File: src/design/gsam_pkg.sv
`timescale 1ns / 1ps

package gsam_pkg;

  localparam int MV_W           = 12;
  localparam int COUNT_W        = 8;
  localparam int BLINK_ON_W     = 4;
  localparam int CFG_IDX_W      = 3;
  localparam int CFG_DATA_W     = 12;
  localparam int BLINK_PERIOD_DEF = 10;

  // Exact floor(x / 10) for any 16-bit x: (x * 0xCCCD) >> 19.
  localparam int          DIV10_SUM_W = 16;
  localparam logic [15:0] DIV10_MUL   = 16'hCCCD;
  localparam int          DIV10_SHIFT = 19;

  typedef enum logic [1:0] {
    ST_NOT_READY = 2'd0,
    ST_WARNING   = 2'd1,
    ST_ALARM     = 2'd2,
    ST_NORMAL    = 2'd3
  } status_t;

  typedef enum logic [CFG_IDX_W-1:0] {
    CFG_HEATER_TARGET = 3'd0,
    CFG_HEATER_BAND   = 3'd1,
    CFG_WARN_LEVEL    = 3'd2,
    CFG_ALARM_LEVEL   = 3'd3,
    CFG_SPIKE_JUMP    = 3'd4,
    CFG_SPIKE_REJECT  = 3'd5,
    CFG_WARMUP        = 3'd6,
    CFG_BLINK_ON      = 3'd7
  } cfg_idx_t;

  typedef struct packed {
    logic [MV_W-1:0]       heater_target;
    logic [MV_W-1:0]       heater_band;
    logic [MV_W-1:0]       warn_level;
    logic [MV_W-1:0]       alarm_level;
    logic [MV_W-1:0]       spike_jump;
    logic [MV_W-1:0]       spike_reject;
    logic [COUNT_W-1:0]    warmup;
    logic [BLINK_ON_W-1:0] blink_on;
  } cfg_t;

  localparam cfg_t CFG_RESET = '{
    heater_target: 12'd500,
    heater_band:   12'd15,
    warn_level:    12'd2700,
    alarm_level:   12'd2800,
    spike_jump:    12'd100,
    spike_reject:  12'd300,
    warmup:        8'd10,
    blink_on:      4'd2
  };

  typedef struct packed {
    status_t status;
    logic    alarm_pin;
  } class_res_t;

  typedef struct packed {
    logic [MV_W-1:0] filtered;
    logic            rejected;
  } filt_res_t;

endpackage

File: src/design/gsam_classifier.sv
`timescale 1ns / 1ps

module gsam_classifier #(
  parameter int BLINK_PERIOD = gsam_pkg::BLINK_PERIOD_DEF
) (
  input  logic                          clk,
  input  logic                          rst_n,
  input  logic                          advance,
  input  logic [gsam_pkg::MV_W-1:0]     heater_mv,
  input  logic [gsam_pkg::MV_W-1:0]     sensor_mv,
  input  gsam_pkg::cfg_t                cfg,
  output gsam_pkg::class_res_t          res
);

  localparam int PHASE_W = $clog2(BLINK_PERIOD);

  logic [PHASE_W-1:0]        blink_phase_r;
  logic [PHASE_W-1:0]        blink_phase_nxt;
  logic [gsam_pkg::MV_W-1:0] dev;
  logic                      in_alarm;
  logic [4:0]                phase_inc;

  always_comb begin
    if (heater_mv >= cfg.heater_target) begin
      dev = heater_mv - cfg.heater_target;
    end else begin
      dev = cfg.heater_target - heater_mv;
    end

    in_alarm      = 1'b0;
    res.alarm_pin = 1'b0;
    if (dev > cfg.heater_band) begin
      res.status = gsam_pkg::ST_NOT_READY;
    end else if (sensor_mv > cfg.warn_level && sensor_mv < cfg.alarm_level) begin
      res.status = gsam_pkg::ST_WARNING;
    end else if (sensor_mv > cfg.alarm_level) begin
      res.status    = gsam_pkg::ST_ALARM;
      in_alarm      = 1'b1;
      res.alarm_pin = 5'(blink_phase_r) < 5'(cfg.blink_on);
    end else begin
      res.status = gsam_pkg::ST_NORMAL;
    end

    phase_inc = 5'(blink_phase_r) + 5'd1;
    if (!in_alarm) begin
      blink_phase_nxt = blink_phase_r;
    end else if (phase_inc >= 5'(BLINK_PERIOD)) begin
      blink_phase_nxt = '0;
    end else begin
      blink_phase_nxt = PHASE_W'(phase_inc);
    end
  end

  always_ff @(posedge clk) begin
    if (!rst_n) begin
      blink_phase_r <= '0;
    end else if (advance) begin
      blink_phase_r <= blink_phase_nxt;
    end
  end

endmodule

File: src/design/gsam_filter.sv
`timescale 1ns / 1ps

module gsam_filter (
  input  logic                      clk,
  input  logic                      rst_n,
  input  logic                      advance,
  input  logic [gsam_pkg::MV_W-1:0] heater_mv,
  input  gsam_pkg::cfg_t            cfg,
  output gsam_pkg::filt_res_t       res
);

  logic [gsam_pkg::MV_W-1:0]        filt_r;
  logic [gsam_pkg::MV_W-1:0]        filt_nxt;
  logic [gsam_pkg::COUNT_W-1:0]     count_r;
  logic [gsam_pkg::COUNT_W-1:0]     count_nxt;
  logic [gsam_pkg::MV_W-1:0]        rise;
  logic                             active;
  logic                             jump;
  logic                             reject;
  logic [gsam_pkg::DIV10_SUM_W-1:0] sum;
  logic [31:0]                      prod;

  always_comb begin
    active = count_r > cfg.warmup;
    // Only an upward step can exceed a threshold, so an unsigned rise works.
    rise   = heater_mv - filt_r;
    jump   = (heater_mv > filt_r) && (rise > cfg.spike_jump);
    reject = jump && (rise > cfg.spike_reject);

    // floor((heater + 9 * filt) / 10) by reciprocal multiply.
    sum  = 16'(heater_mv) + 16'({filt_r, 3'b000}) + 16'(filt_r);
    prod = 32'(sum) * 32'(gsam_pkg::DIV10_MUL);

    res.rejected = 1'b0;
    if (active && jump) begin
      if (reject) begin
        filt_nxt     = filt_r;
        res.rejected = 1'b1;
      end else begin
        filt_nxt = prod[gsam_pkg::DIV10_SHIFT +: gsam_pkg::MV_W];
      end
    end else begin
      filt_nxt = heater_mv;
    end
    res.filtered = filt_nxt;

    // Saturate at warmup + 1, but never past the top of the counter.
    if (count_r <= cfg.warmup && count_r != '1) begin
      count_nxt = count_r + 1'b1;
    end else begin
      count_nxt = count_r;
    end
  end

  always_ff @(posedge clk) begin
    if (!rst_n) begin
      filt_r  <= '0;
      count_r <= '0;
    end else if (advance) begin
      filt_r  <= filt_nxt;
      count_r <= count_nxt;
    end
  end

endmodule

File: src/design/gas_sensor_alarm_monitor_top.sv
`timescale 1ns / 1ps
// An input transaction accepted into the input register moves its result into the output
// register once that register is free, which raises out_valid. Throughput: one transaction
// per cycle unless the result side stalls, set by the single compute stage between the two
// registers; the divide by ten is a single 16 x 16 reciprocal multiply in that stage.
// Reset (rst_n low, synchronous): both valid flags clear, the filter, sample count and blink
// phase go to zero and the configuration registers take their default values.

module gas_sensor_alarm_monitor_top #(
  parameter int BLINK_PERIOD = gsam_pkg::BLINK_PERIOD_DEF
) (
  input  logic                            clk,
  input  logic                            rst_n,
  // Input channel
  input  logic                            in_valid,
  output logic                            in_ready,
  input  logic [gsam_pkg::MV_W-1:0]       in_heater_mv,
  input  logic [gsam_pkg::MV_W-1:0]       in_sensor_mv,
  // Result channel
  output logic                            out_valid,
  input  logic                            out_ready,
  output logic [1:0]                      out_status,
  output logic                            out_alarm_pin,
  output logic [gsam_pkg::MV_W-1:0]       out_filtered_heater_mv,
  output logic                            out_sample_rejected,
  // Configuration write port
  input  logic                            cfg_we,
  input  logic [gsam_pkg::CFG_IDX_W-1:0]  cfg_index,
  input  logic [gsam_pkg::CFG_DATA_W-1:0] cfg_wdata
);

  // Configuration registers: write only while the block is idle; the block does not enforce it.
  gsam_pkg::cfg_t cfg_r;

  always_ff @(posedge clk) begin
    if (!rst_n) begin
      cfg_r <= gsam_pkg::CFG_RESET;
    end else if (cfg_we) begin
      unique case (gsam_pkg::cfg_idx_t'(cfg_index))
        gsam_pkg::CFG_HEATER_TARGET: cfg_r.heater_target <= cfg_wdata;
        gsam_pkg::CFG_HEATER_BAND:   cfg_r.heater_band   <= cfg_wdata;
        gsam_pkg::CFG_WARN_LEVEL:    cfg_r.warn_level    <= cfg_wdata;
        gsam_pkg::CFG_ALARM_LEVEL:   cfg_r.alarm_level   <= cfg_wdata;
        gsam_pkg::CFG_SPIKE_JUMP:    cfg_r.spike_jump    <= cfg_wdata;
        gsam_pkg::CFG_SPIKE_REJECT:  cfg_r.spike_reject  <= cfg_wdata;
        gsam_pkg::CFG_WARMUP:        cfg_r.warmup        <= cfg_wdata[gsam_pkg::COUNT_W-1:0];
        gsam_pkg::CFG_BLINK_ON:      cfg_r.blink_on      <= cfg_wdata[gsam_pkg::BLINK_ON_W-1:0];
        default: ;
      endcase
    end
  end

  // Two-register pipeline. The output register frees itself when its transaction is
  // taken, and the input register moves forward whenever the output register is free,
  // so a new transaction is accepted every cycle unless the result side stalls.
  logic                      s1_valid_r;
  logic [gsam_pkg::MV_W-1:0] s1_heater_r;
  logic [gsam_pkg::MV_W-1:0] s1_sensor_r;
  logic                      out_free;
  logic                      advance;

  assign out_free = !out_valid || out_ready;
  assign advance  = s1_valid_r && out_free;
  assign in_ready = !s1_valid_r || out_free;

  always_ff @(posedge clk) begin
    if (!rst_n) begin
      s1_valid_r <= 1'b0;
    end else if (in_ready) begin
      s1_valid_r <= in_valid;
    end
  end

  always_ff @(posedge clk) begin
    if (in_ready && in_valid) begin
      s1_heater_r <= in_heater_mv;
      s1_sensor_r <= in_sensor_mv;
    end
  end

  // Compute stage. Each unit keeps its own running state and commits it only when the
  // transaction in the input register moves into the output register.
  gsam_pkg::class_res_t cls_res;
  gsam_pkg::filt_res_t  flt_res;

  gsam_classifier #(
    .BLINK_PERIOD (BLINK_PERIOD)
  ) u_classifier (
    .clk       (clk),
    .rst_n     (rst_n),
    .advance   (advance),
    .heater_mv (s1_heater_r),
    .sensor_mv (s1_sensor_r),
    .cfg       (cfg_r),
    .res       (cls_res)
  );

  gsam_filter u_filter (
    .clk       (clk),
    .rst_n     (rst_n),
    .advance   (advance),
    .heater_mv (s1_heater_r),
    .cfg       (cfg_r),
    .res       (flt_res)
  );

  // Output register.
  logic                 out_valid_r;
  gsam_pkg::class_res_t out_cls_r;
  gsam_pkg::filt_res_t  out_flt_r;

  always_ff @(posedge clk) begin
    if (!rst_n) begin
      out_valid_r <= 1'b0;
    end else if (out_free) begin
      out_valid_r <= s1_valid_r;
    end
  end

  always_ff @(posedge clk) begin
    if (advance) begin
      out_cls_r <= cls_res;
      out_flt_r <= flt_res;
    end
  end

  assign out_valid              = out_valid_r;
  assign out_status             = out_cls_r.status;
  assign out_alarm_pin          = out_cls_r.alarm_pin;
  assign out_filtered_heater_mv = out_flt_r.filtered;
  assign out_sample_rejected    = out_flt_r.rejected;

endmodule

File: config.mk
export PLATFORM = sky130hd
export DESIGN_NAME = gas_sensor_alarm_monitor_top
export DESIGN_NICKNAME = d
export VERILOG_FILES = /design/src/design/gsam_pkg.sv /design/src/design/gsam_classifier.sv /design/src/design/gsam_filter.sv /design/src/design/gas_sensor_alarm_monitor_top.sv
export SDC_FILE = /design/constraint.sdc
export NUM_CORES = 1
export LEC_CHECK = 0
export ABC_AREA = 1
export BUFFER_PORTS_ARGS = -buffer_cell sky130_fd_sc_hd__buf_2
export CORE_ASPECT_RATIO = 0.7
export CORE_MARGIN = 2
export CORE_UTILIZATION = 25
export CTS_BUF_LIST = sky130_fd_sc_hd__clkbuf_4
export CTS_CLUSTER_DIAMETER = 150
export DETAILED_ROUTE_END_ITERATION = 8
export SYNTH_ARGS = -nofsm -noshare
export SYNTH_HDL_FRONTEND = slang
export SYNTH_HIERARCHICAL = 1
export SYNTH_SLANG_ARGS = --single-unit
File: constraint.sdc
create_clock -name clk -period 7.6 [get_ports clk]
set_input_delay 0.76 -clock clk [delete_from_list [all_inputs] [get_ports clk]]
set_output_delay 0.76 -clock clk [all_outputs]
set_load 0.01 [all_outputs]
==> Word-level counts from Yosys, hierarchy flattened <==
Cells that the tools add are included.
{ "totals": {"register_bits": 150, "inputBits": 44} }
{ "op_classes": {"add_sub_neg": 7, "multipliers": 1, "order_cmp": 12, "n_eq_ne": 8, "n_mux": 10, "n_bitwise": 1, "n_reduce_logical": 24} }
{ "ops": {"columns": ["op", "count"], "rows": [
  ["12-bit greater-than comparator", 6],
  ["12-bit 2-to-1 mux", 3],
  ["12-bit subtractor", 3],
  ["16-bit by 16-bit multiplier with 31-bit output, second input constant", 1],
  ["2-bit AND reduction", 10],
  ["12-bit by 15-bit adder with 16-bit output", 1],
  ["16-bit by 12-bit adder with 16-bit output", 1],
  ["3-bit equality test, second input constant", 4],
  ["12-bit greater-or-equal comparator", 1],
  ["12-bit less-than comparator", 1],
  ["8-bit by 1-bit adder with 8-bit output, second input constant", 1],
  ["8-bit greater-than comparator", 1],
  ["8-bit <= comparator", 1],
  ["8-bit inequality test, second input constant", 1],
  ["1-bit logical AND", 7],
  ["3-bit by 2-bit equality test with 1-bit output, second input constant", 2],
  ["1-bit 2-to-1 mux", 6],
  ["4-bit by 1-bit adder with 5-bit output, second input constant", 1],
  ["5-bit by 4-bit greater-or-equal comparator with 1-bit output, second input constant", 1],
  ["4-bit less-than comparator", 1],
  ["4-bit 2-to-1 mux", 1],
  ["3-bit by 1-bit equality test with 1-bit output, second input constant", 1],
  ["3-bit zero test", 1],
  ["3-bit OR reduction", 1],
  ["other kinds (4)", 6]
]} }

==> Logic depth before layout (Yosys ltp) <==
Gate-level depths: netlist (run 1).
{ "logic_depth": {"word_depth": 6, "ltp_mapped": 40, "depth_no_buf": 40} }

==> Hierarchy <==
Netlist (run 1), hierarchy kept.
{ "by_module_without_submodules": {"columns": ["module", "instances", "cells_each", "area_per_inst_um2"], "rows": [
  ["gsam_filter", 1, 1313, 8957.3],
  ["gas_sensor_alarm_monitor_top", 1, 507, 4523.1],
  ["gsam_classifier", 1, 446, 2680.1]
]} }

==> Worst setup path before layout (run 1) <==
Ideal clock, no wire load.
{ "synth_timing": {"path_kind": "register to register", "start": "register s1_heater_r[1] (netlist name)", "end": "register out_flt_r, in the netlist out_filtered_heater_mv[11], data pin", "setup_ps": 254, "t_arrival_ps": 6630, "t_required_ps": 7346, "slack_ps": 716, "stages_incl_launch_ff": 36, "synth_period_minus_slack_ps": 6884, "path_cell_list": "edfxtp_1 -> ha_1 -> inv_1 -> ha_1 -> inv_1 -> fa_1 -> inv_1 -> nand3_1 -> nand2_2 -> nand2_1 -> nand3_2 -> a21boi_4 -> o21ai_0 -> nand2_1 -> nor2_1 -> ha_1 -> ha_1 -> inv_1 -> fa_1 -> inv_1 -> fa_1 -> fa_1 -> inv_1 -> fa_1 -> inv_1 -> ha_1 -> nand2_1 -> nor2_1 -> inv_1 -> nor2_1 -> and2_1 -> nand2_1 -> nand3_1 -> nand2_1 -> nand3_1 -> nand2_1"} }
{ "synth_rtl": {"columns": ["item", "line", "rtl"], "rows": [
  ["start, declared", "gas_sensor_alarm_monitor_top.sv:57", "logic [gsam_pkg::MV_W-1:0] s1_heater_r;"],
  ["start signal, assigned", "gas_sensor_alarm_monitor_top.sv:76", "s1_heater_r <= in_heater_mv;"],
  ["end signal, assigned", "gas_sensor_alarm_monitor_top.sv:123", "out_flt_r <= flt_res;"],
  ["end, declared", "gas_sensor_alarm_monitor_top.sv:110", "gsam_pkg::filt_res_t out_flt_r;"]
]} }

==> results.tsv, run 1 <==
metric	value	unit
end_kind	flop	
synthToLayoutAreaGrowth	10.6	%
synth_common_cells	558 x nand2_1, 500 x inv_1, 247 x ha_1	
crit_path_start	u_filter/filt_r[8]	
path_max_fanout	4	
nNetsFinal	2722	
netlist_area	16200	um2
port_buffers	61	
cts_tree	done	
drtPass1Iterations	6	
drive_gt1_share	8.54	%
syn_nets	2646	
synth_area_leader_cell	ha_1	
post-route-drc-count	0	
die_w	308	um
synthCells	2266	
arrival	7.54	ns
fin_crit_sh	94.9	%
yosysMostFrequentCell	nand2_1	
fillers	6948	
max_freq	139	MHz
grt_pass1_wl	73200	um
crit_required	7.93	ns
maxCapViolCount	0	
dpl.hpwl	38400	um
crit-reg2reg-launch	u_filter/filt_r[8]	
max_stage_delay	0.57	ns
antenna_found_initial	2	
outcome	complete, no violations	
fp.dieH	217	um
yosys_most_used_dff	dfxtp_1	
clk_pin_slew	0.15	ns
drt-total-wl	45600	um
grt_start_max_net_pins	56	
cts.sinks	150	
gp_congestion	0.955	
antenna_left	0	
period_minus_slack	7.21	ns
wl_per_cell	14.3	um
maxSlewViolCount	0	
critPathSlowestCell	fa_1	
tightest_slew	0.907	ns
synth_edf_count	40	
setup.worst_path.start_class	flop	
ys_top_cells_by_area	ha_1 19%, dfxtp_1 14%, nand2_1 13%	
grt_pass1_vias	13300	
start_util	25.5	%
drt_iter0_markers	1264	
r2r_slack	0.39	ns
h-tree-depth	4	
synth-seq-cells	150	
postCtsHoldBufs	0	
gr-usage-all-layers	13.9	%
setup_viol	0	
clk_latency	0.60	ns
yosys_warnings	6	
design_area	17900	um2
path_common_cell	inv_1	
slew-limit-headroom	39.3	%
rows	77	
die-area	66700	um2
yosysUniqueCellTypes	51	
finClkSkew	0.0271	ns
finalHoldViolCount	0	
hp-class	input pin to flop	
fin_cells	3185	
num_vias	14000	
ioPinCount	62	
synth-async-reset-ratio	0	%
hp-start	in_sensor_mv[9]	
cts_root_buffer	clkbuf_4	
clockBufferDepth	2	
grt_remaining_overflow	0	
yosysSeqAreaShare	21.1	%
place_area	17500	um2
syn_avg_cell_area	7.13	um2
cts_buffers	17	
synth_top_area_share	19.1	%
worstSetupPathType	flop to flop	
viasPerCell	4.40	
placed_cells	3146	
placeableCoreArea	63500	um2
metrics by stage:
stage / util (%) / TNS, ns / hold slack (ns) / worst slack, ns
floorplan: - / 0 / 0.429 / 0.716
global placement: 27.5 / 0 / 0.439 / 0.241
detailed placement: 27.5 / 0 / 0.446 / 0.195
global route: 28.2 / -0.0145 / 0.253 / -0.0144
CTS: 28.0 / 0 / 0.278 / 0.149
finish: 28.2 / 0 / 0.323 / 0.389
state kept, by name, summed over array words and instances, names as in the netlist:
name,flops
cfg_r,84
s1_heater_r,12
out_valid,1
out_filtered_heater_mv,12
u_filter/filt_r,12
u_filter/count_r,8
s1_sensor_r,12
s1_valid_r,1
u_classifier/blink_phase_r,4
out_sample_rejected,1
out_alarm_pin,1
out_status,2
path summary, 6_finish.rpt:
kind	end	cells after the start
worst min-delay path	s1_sensor_r[9]	1
worst max-delay path	out_filtered_heater_mv[0]	29
worst max register to register	out_filtered_heater_mv[0]	29
worst min register to register	cfg_r[40]	2
kinds of logic (layout without fill, tap and decap cells):
family / after synthesis / in the layout / share of synthesized area, %
flip-flops: 150 / 150 / 21.1
XOR/XNOR: 54 / 54 / 3.21
buffers and inverters: 540 / 629 / 13.1
adder cells (fa/ha/maj): 336 / 336 / 30.1
AO/OA/AOI/OAI: 163 / 163 / 5.85
other: 0 / 1 / 0
AND/OR/NAND/NOR: 1023 / 1023 / 26.6
placed cells by master, fill, tap and decap left out, types with 31 or more instances in the layout:
cell      instances
nand3_1         159
edfxtp_1         40
buf_2            61
nand2_1         558
nand4_1          37
xor2_1           33
inv_1           500
nor2_1          207
ha_1            244
a21oi_1          91
buf_4            31
dfxtp_1         105
fa_1             89
routing by layer:
| layer | global-route usage (%) | part of all wire [%] |
|---|---|---|
| met1 | 22.6 | 55 |
| met2 | 18.6 | 37 |
| met3 | 2.71 | 7.8 |
| met4 | 2.07 | 0.78 |
| met5 | 0.363 | 0 |
area by class of cell:
class                           count  area, um2  share of cell area (%)
Tap cell                          829       1040                    5.80
Clock inverter                     14        149                   0.833
Timing Repair Buffer               92        538                    3.01
Sequential cell                   150       3410                    19.1
Multi-Input combinational cell   1576      10700                    59.9
Clock buffer                       18        135                   0.756
Inverter                          505       1900                    10.6
Antenna cell                        1       2.50                  0.0140
repair_timing:
item,4_1_cts,5_1_grt
setup buffers,0,6
setup endpoints to repair,0,24
gates resized for setup,0,22
worst max-delay path, delay by kind of cell, from the launching register on:
| family | cells | cell delay (ns) |
|---|---|---|
| flip-flops | 1 | 0.53 |
| XOR/XNOR | 2 | 0.47 |
| adder cells (fa/ha/maj) | 9 | 3.85 |
| AND/OR/NAND/NOR | 8 | 0.98 |
| AO/OA/AOI/OAI | 2 | 0.47 |
| buffers and inverters | 8 | 0.64 |
Power of run 1 is left out: the tool's default activity adds up to more than one toggle a clock period on the data nets, which glitch-free logic cannot reach.
==> inputs of run 2 (changes only) <==
Settings changed: GPL_TIMING_DRIVEN from default to 0.
==> results.tsv, run 2 (synthesis results as in run 1) <==
metric	value	unit
fin_crit_sh	95.9	%
finClkSkew	0.0234	ns
fin_cells	3211	
placeableCoreArea	63500	um2
period_minus_slack	7.29	ns
cts.sinks	150	
hp-class	input pin to flop	
gp_congestion	0.934	
grt_start_max_net_pins	26	
gr-usage-all-layers	13.6	%
max_stage_delay	0.58	ns
path_common_cell	inv_1	
outcome	complete, no violations	
grt_remaining_overflow	0	
cts_root_buffer	clkbuf_4	
tns	0	ns
setup.worst_path.start_class	flop	
cts_tree	done	
holdPathEnd	s1_sensor_r[4]	
placed_cells	3156	
r2r_end	out_filtered_heater_mv[3]	
drt_iter0_markers	1232	
wl_per_cell	14.2	um
drtPass1Iterations	5	
crit-reg2reg-launch	s1_heater_r[9]	
end_kind	flop	
fp.dieH	217	um
hp-start	in_sensor_mv[4]	
reg2reg_depth	30	
rows	77	
whs	0.305	ns
top_register	cfg_r	
port_buffers	61	
antenna_left	0	
drive_gt1_share	9.37	%
r2r_slack	0.31	ns
setup_viol	0	
grt_pass1_vias	12700	
nNetsFinal	2748	
dpl.hpwl	38700	um
worstSetupPathType	flop to flop	
arrival	7.64	ns
viasPerCell	4.41	
path_max_fanout	5	
critPathSlowestCell	edfxtp_1	
num_vias	14200	
final_cell_mix	558 x nand2_1, 499 x inv_1, 239 x ha_1	
maxSlewViolCount	0	
final_common_cell	nand2_1	
ioPinCount	62	
postCtsHoldBufs	0	
die_w	308	um
largest_reg_flops	84	
antenna_found_initial	3	
start_util	25.5	%
cts_buffers	17	
clk_pin_slew	0.15	ns
slew-limit-headroom	13.3	%
die-area	66700	um2
finalHoldViolCount	0	
maxCapViolCount	0	
clockBufferDepth	2	
post-route-drc-count	0	
clk_latency	0.61	ns
max_freq	137	MHz
crit_required	7.95	ns
synthToLayoutAreaGrowth	12.2	%
tightest_slew	1.30	ns
hold_depth	1	
h-tree-depth	4	
drt-total-wl	45600	um
grt_pass1_wl	70900	um
-- run 2: cell types whose count changed in the layout (fill, tap and decap cells not counted), moves of 2 or more --
cell / previous run / this run
xor2_4: 2 / 4
buf_1: 0 / 4
clkinv_4: 2 / 4
clkbuf_1: 0 / 7
xor2_2: 3 / 1
nor2_2: 22 / 18
nor2_1: 207 / 210
ha_2: 3 / 7
clkinvlp_4: 3 / 0
buf_6: 0 / 6
buf_2: 61 / 71
ha_1: 244 / 239
-- run 2: how the worst max path moves through the flow --
stage	from	end	depth (start not counted)
4_1_cts	u_filter/filt_r[1]	out_filtered_heater_mv[3]	35
2_1_floorplan	s1_heater_r[1]	out_filtered_heater_mv[11]	35
5_1_grt	u_filter/filt_r[1]	u_filter/filt_r[11]	38
3_3_place_gp	s1_heater_r[1]	out_filtered_heater_mv[11]	35
6_report	s1_heater_r[9]	out_filtered_heater_mv[3]	30
3_5_place_dp	s1_heater_r[1]	out_filtered_heater_mv[3]	34
-- run 2: worst max-delay path: cells and delay by family, from the launching register on --
| family | cells | cell delay, ns |
|---|---|---|
| AO/OA/AOI/OAI | 1 | 0.09 |
| adder cells (fa/ha/maj) | 9 | 4.02 |
| buffers and inverters | 6 | 0.37 |
| flip-flops | 1 | 0.58 |
| AND/OR/NAND/NOR | 14 | 1.95 |
-- run 2: metal layers --
metal / wire (um) / global-route usage (%) / share of wire (%)
met4: 411 / 2.29 / 0.90
met2: 16500 / 17.5 / 36
met3: 4160 / 3.22 / 9.1
met1: 24500 / 22.3 / 54
met5: 26 / 0 / 0.057
-- run 2: per-stage QoR --
step / utilization, % / instance area [um2] / setup WS, ns
floorplan: - / 16200 / 0.716
global placement: 27.6 / 17500 / -0.338
detailed placement: 27.6 / 17500 / -0.401
CTS: 28.2 / 17900 / 0.0303
global route: 28.6 / 18100 / -0.0297
finish: 28.6 / 18100 / 0.312
-- run 2: final cells by class --
| type | instances | area [um2] |
|---|---|---|
| Clock inverter | 13 | 173 |
| Buffer | 35 | 219 |
| Tap cell | 829 | 1040 |
| Antenna cell | 1 | 2.50 |
| Fill cell | 6926 | 45400 |
| Multi-Input combinational cell | 1576 | 10800 |
| Clock buffer | 19 | 143 |
| Timing Repair Buffer | 83 | 470 |
| Sequential cell | 150 | 3410 |
| Inverter | 505 | 1900 |
-- run 2: what timing repair did --
| item | in CTS | in global routing |
|---|---|---|
| endpoints found under the hold margin | 0 | 0 |
| buffers inserted | 3 | 19 |
| pin swaps | 0 | 4 |
| gates resized for setup | 5 | 30 |
| setup endpoints to repair | 24 | 24 |
Power of run 2 is left out for the same reason.
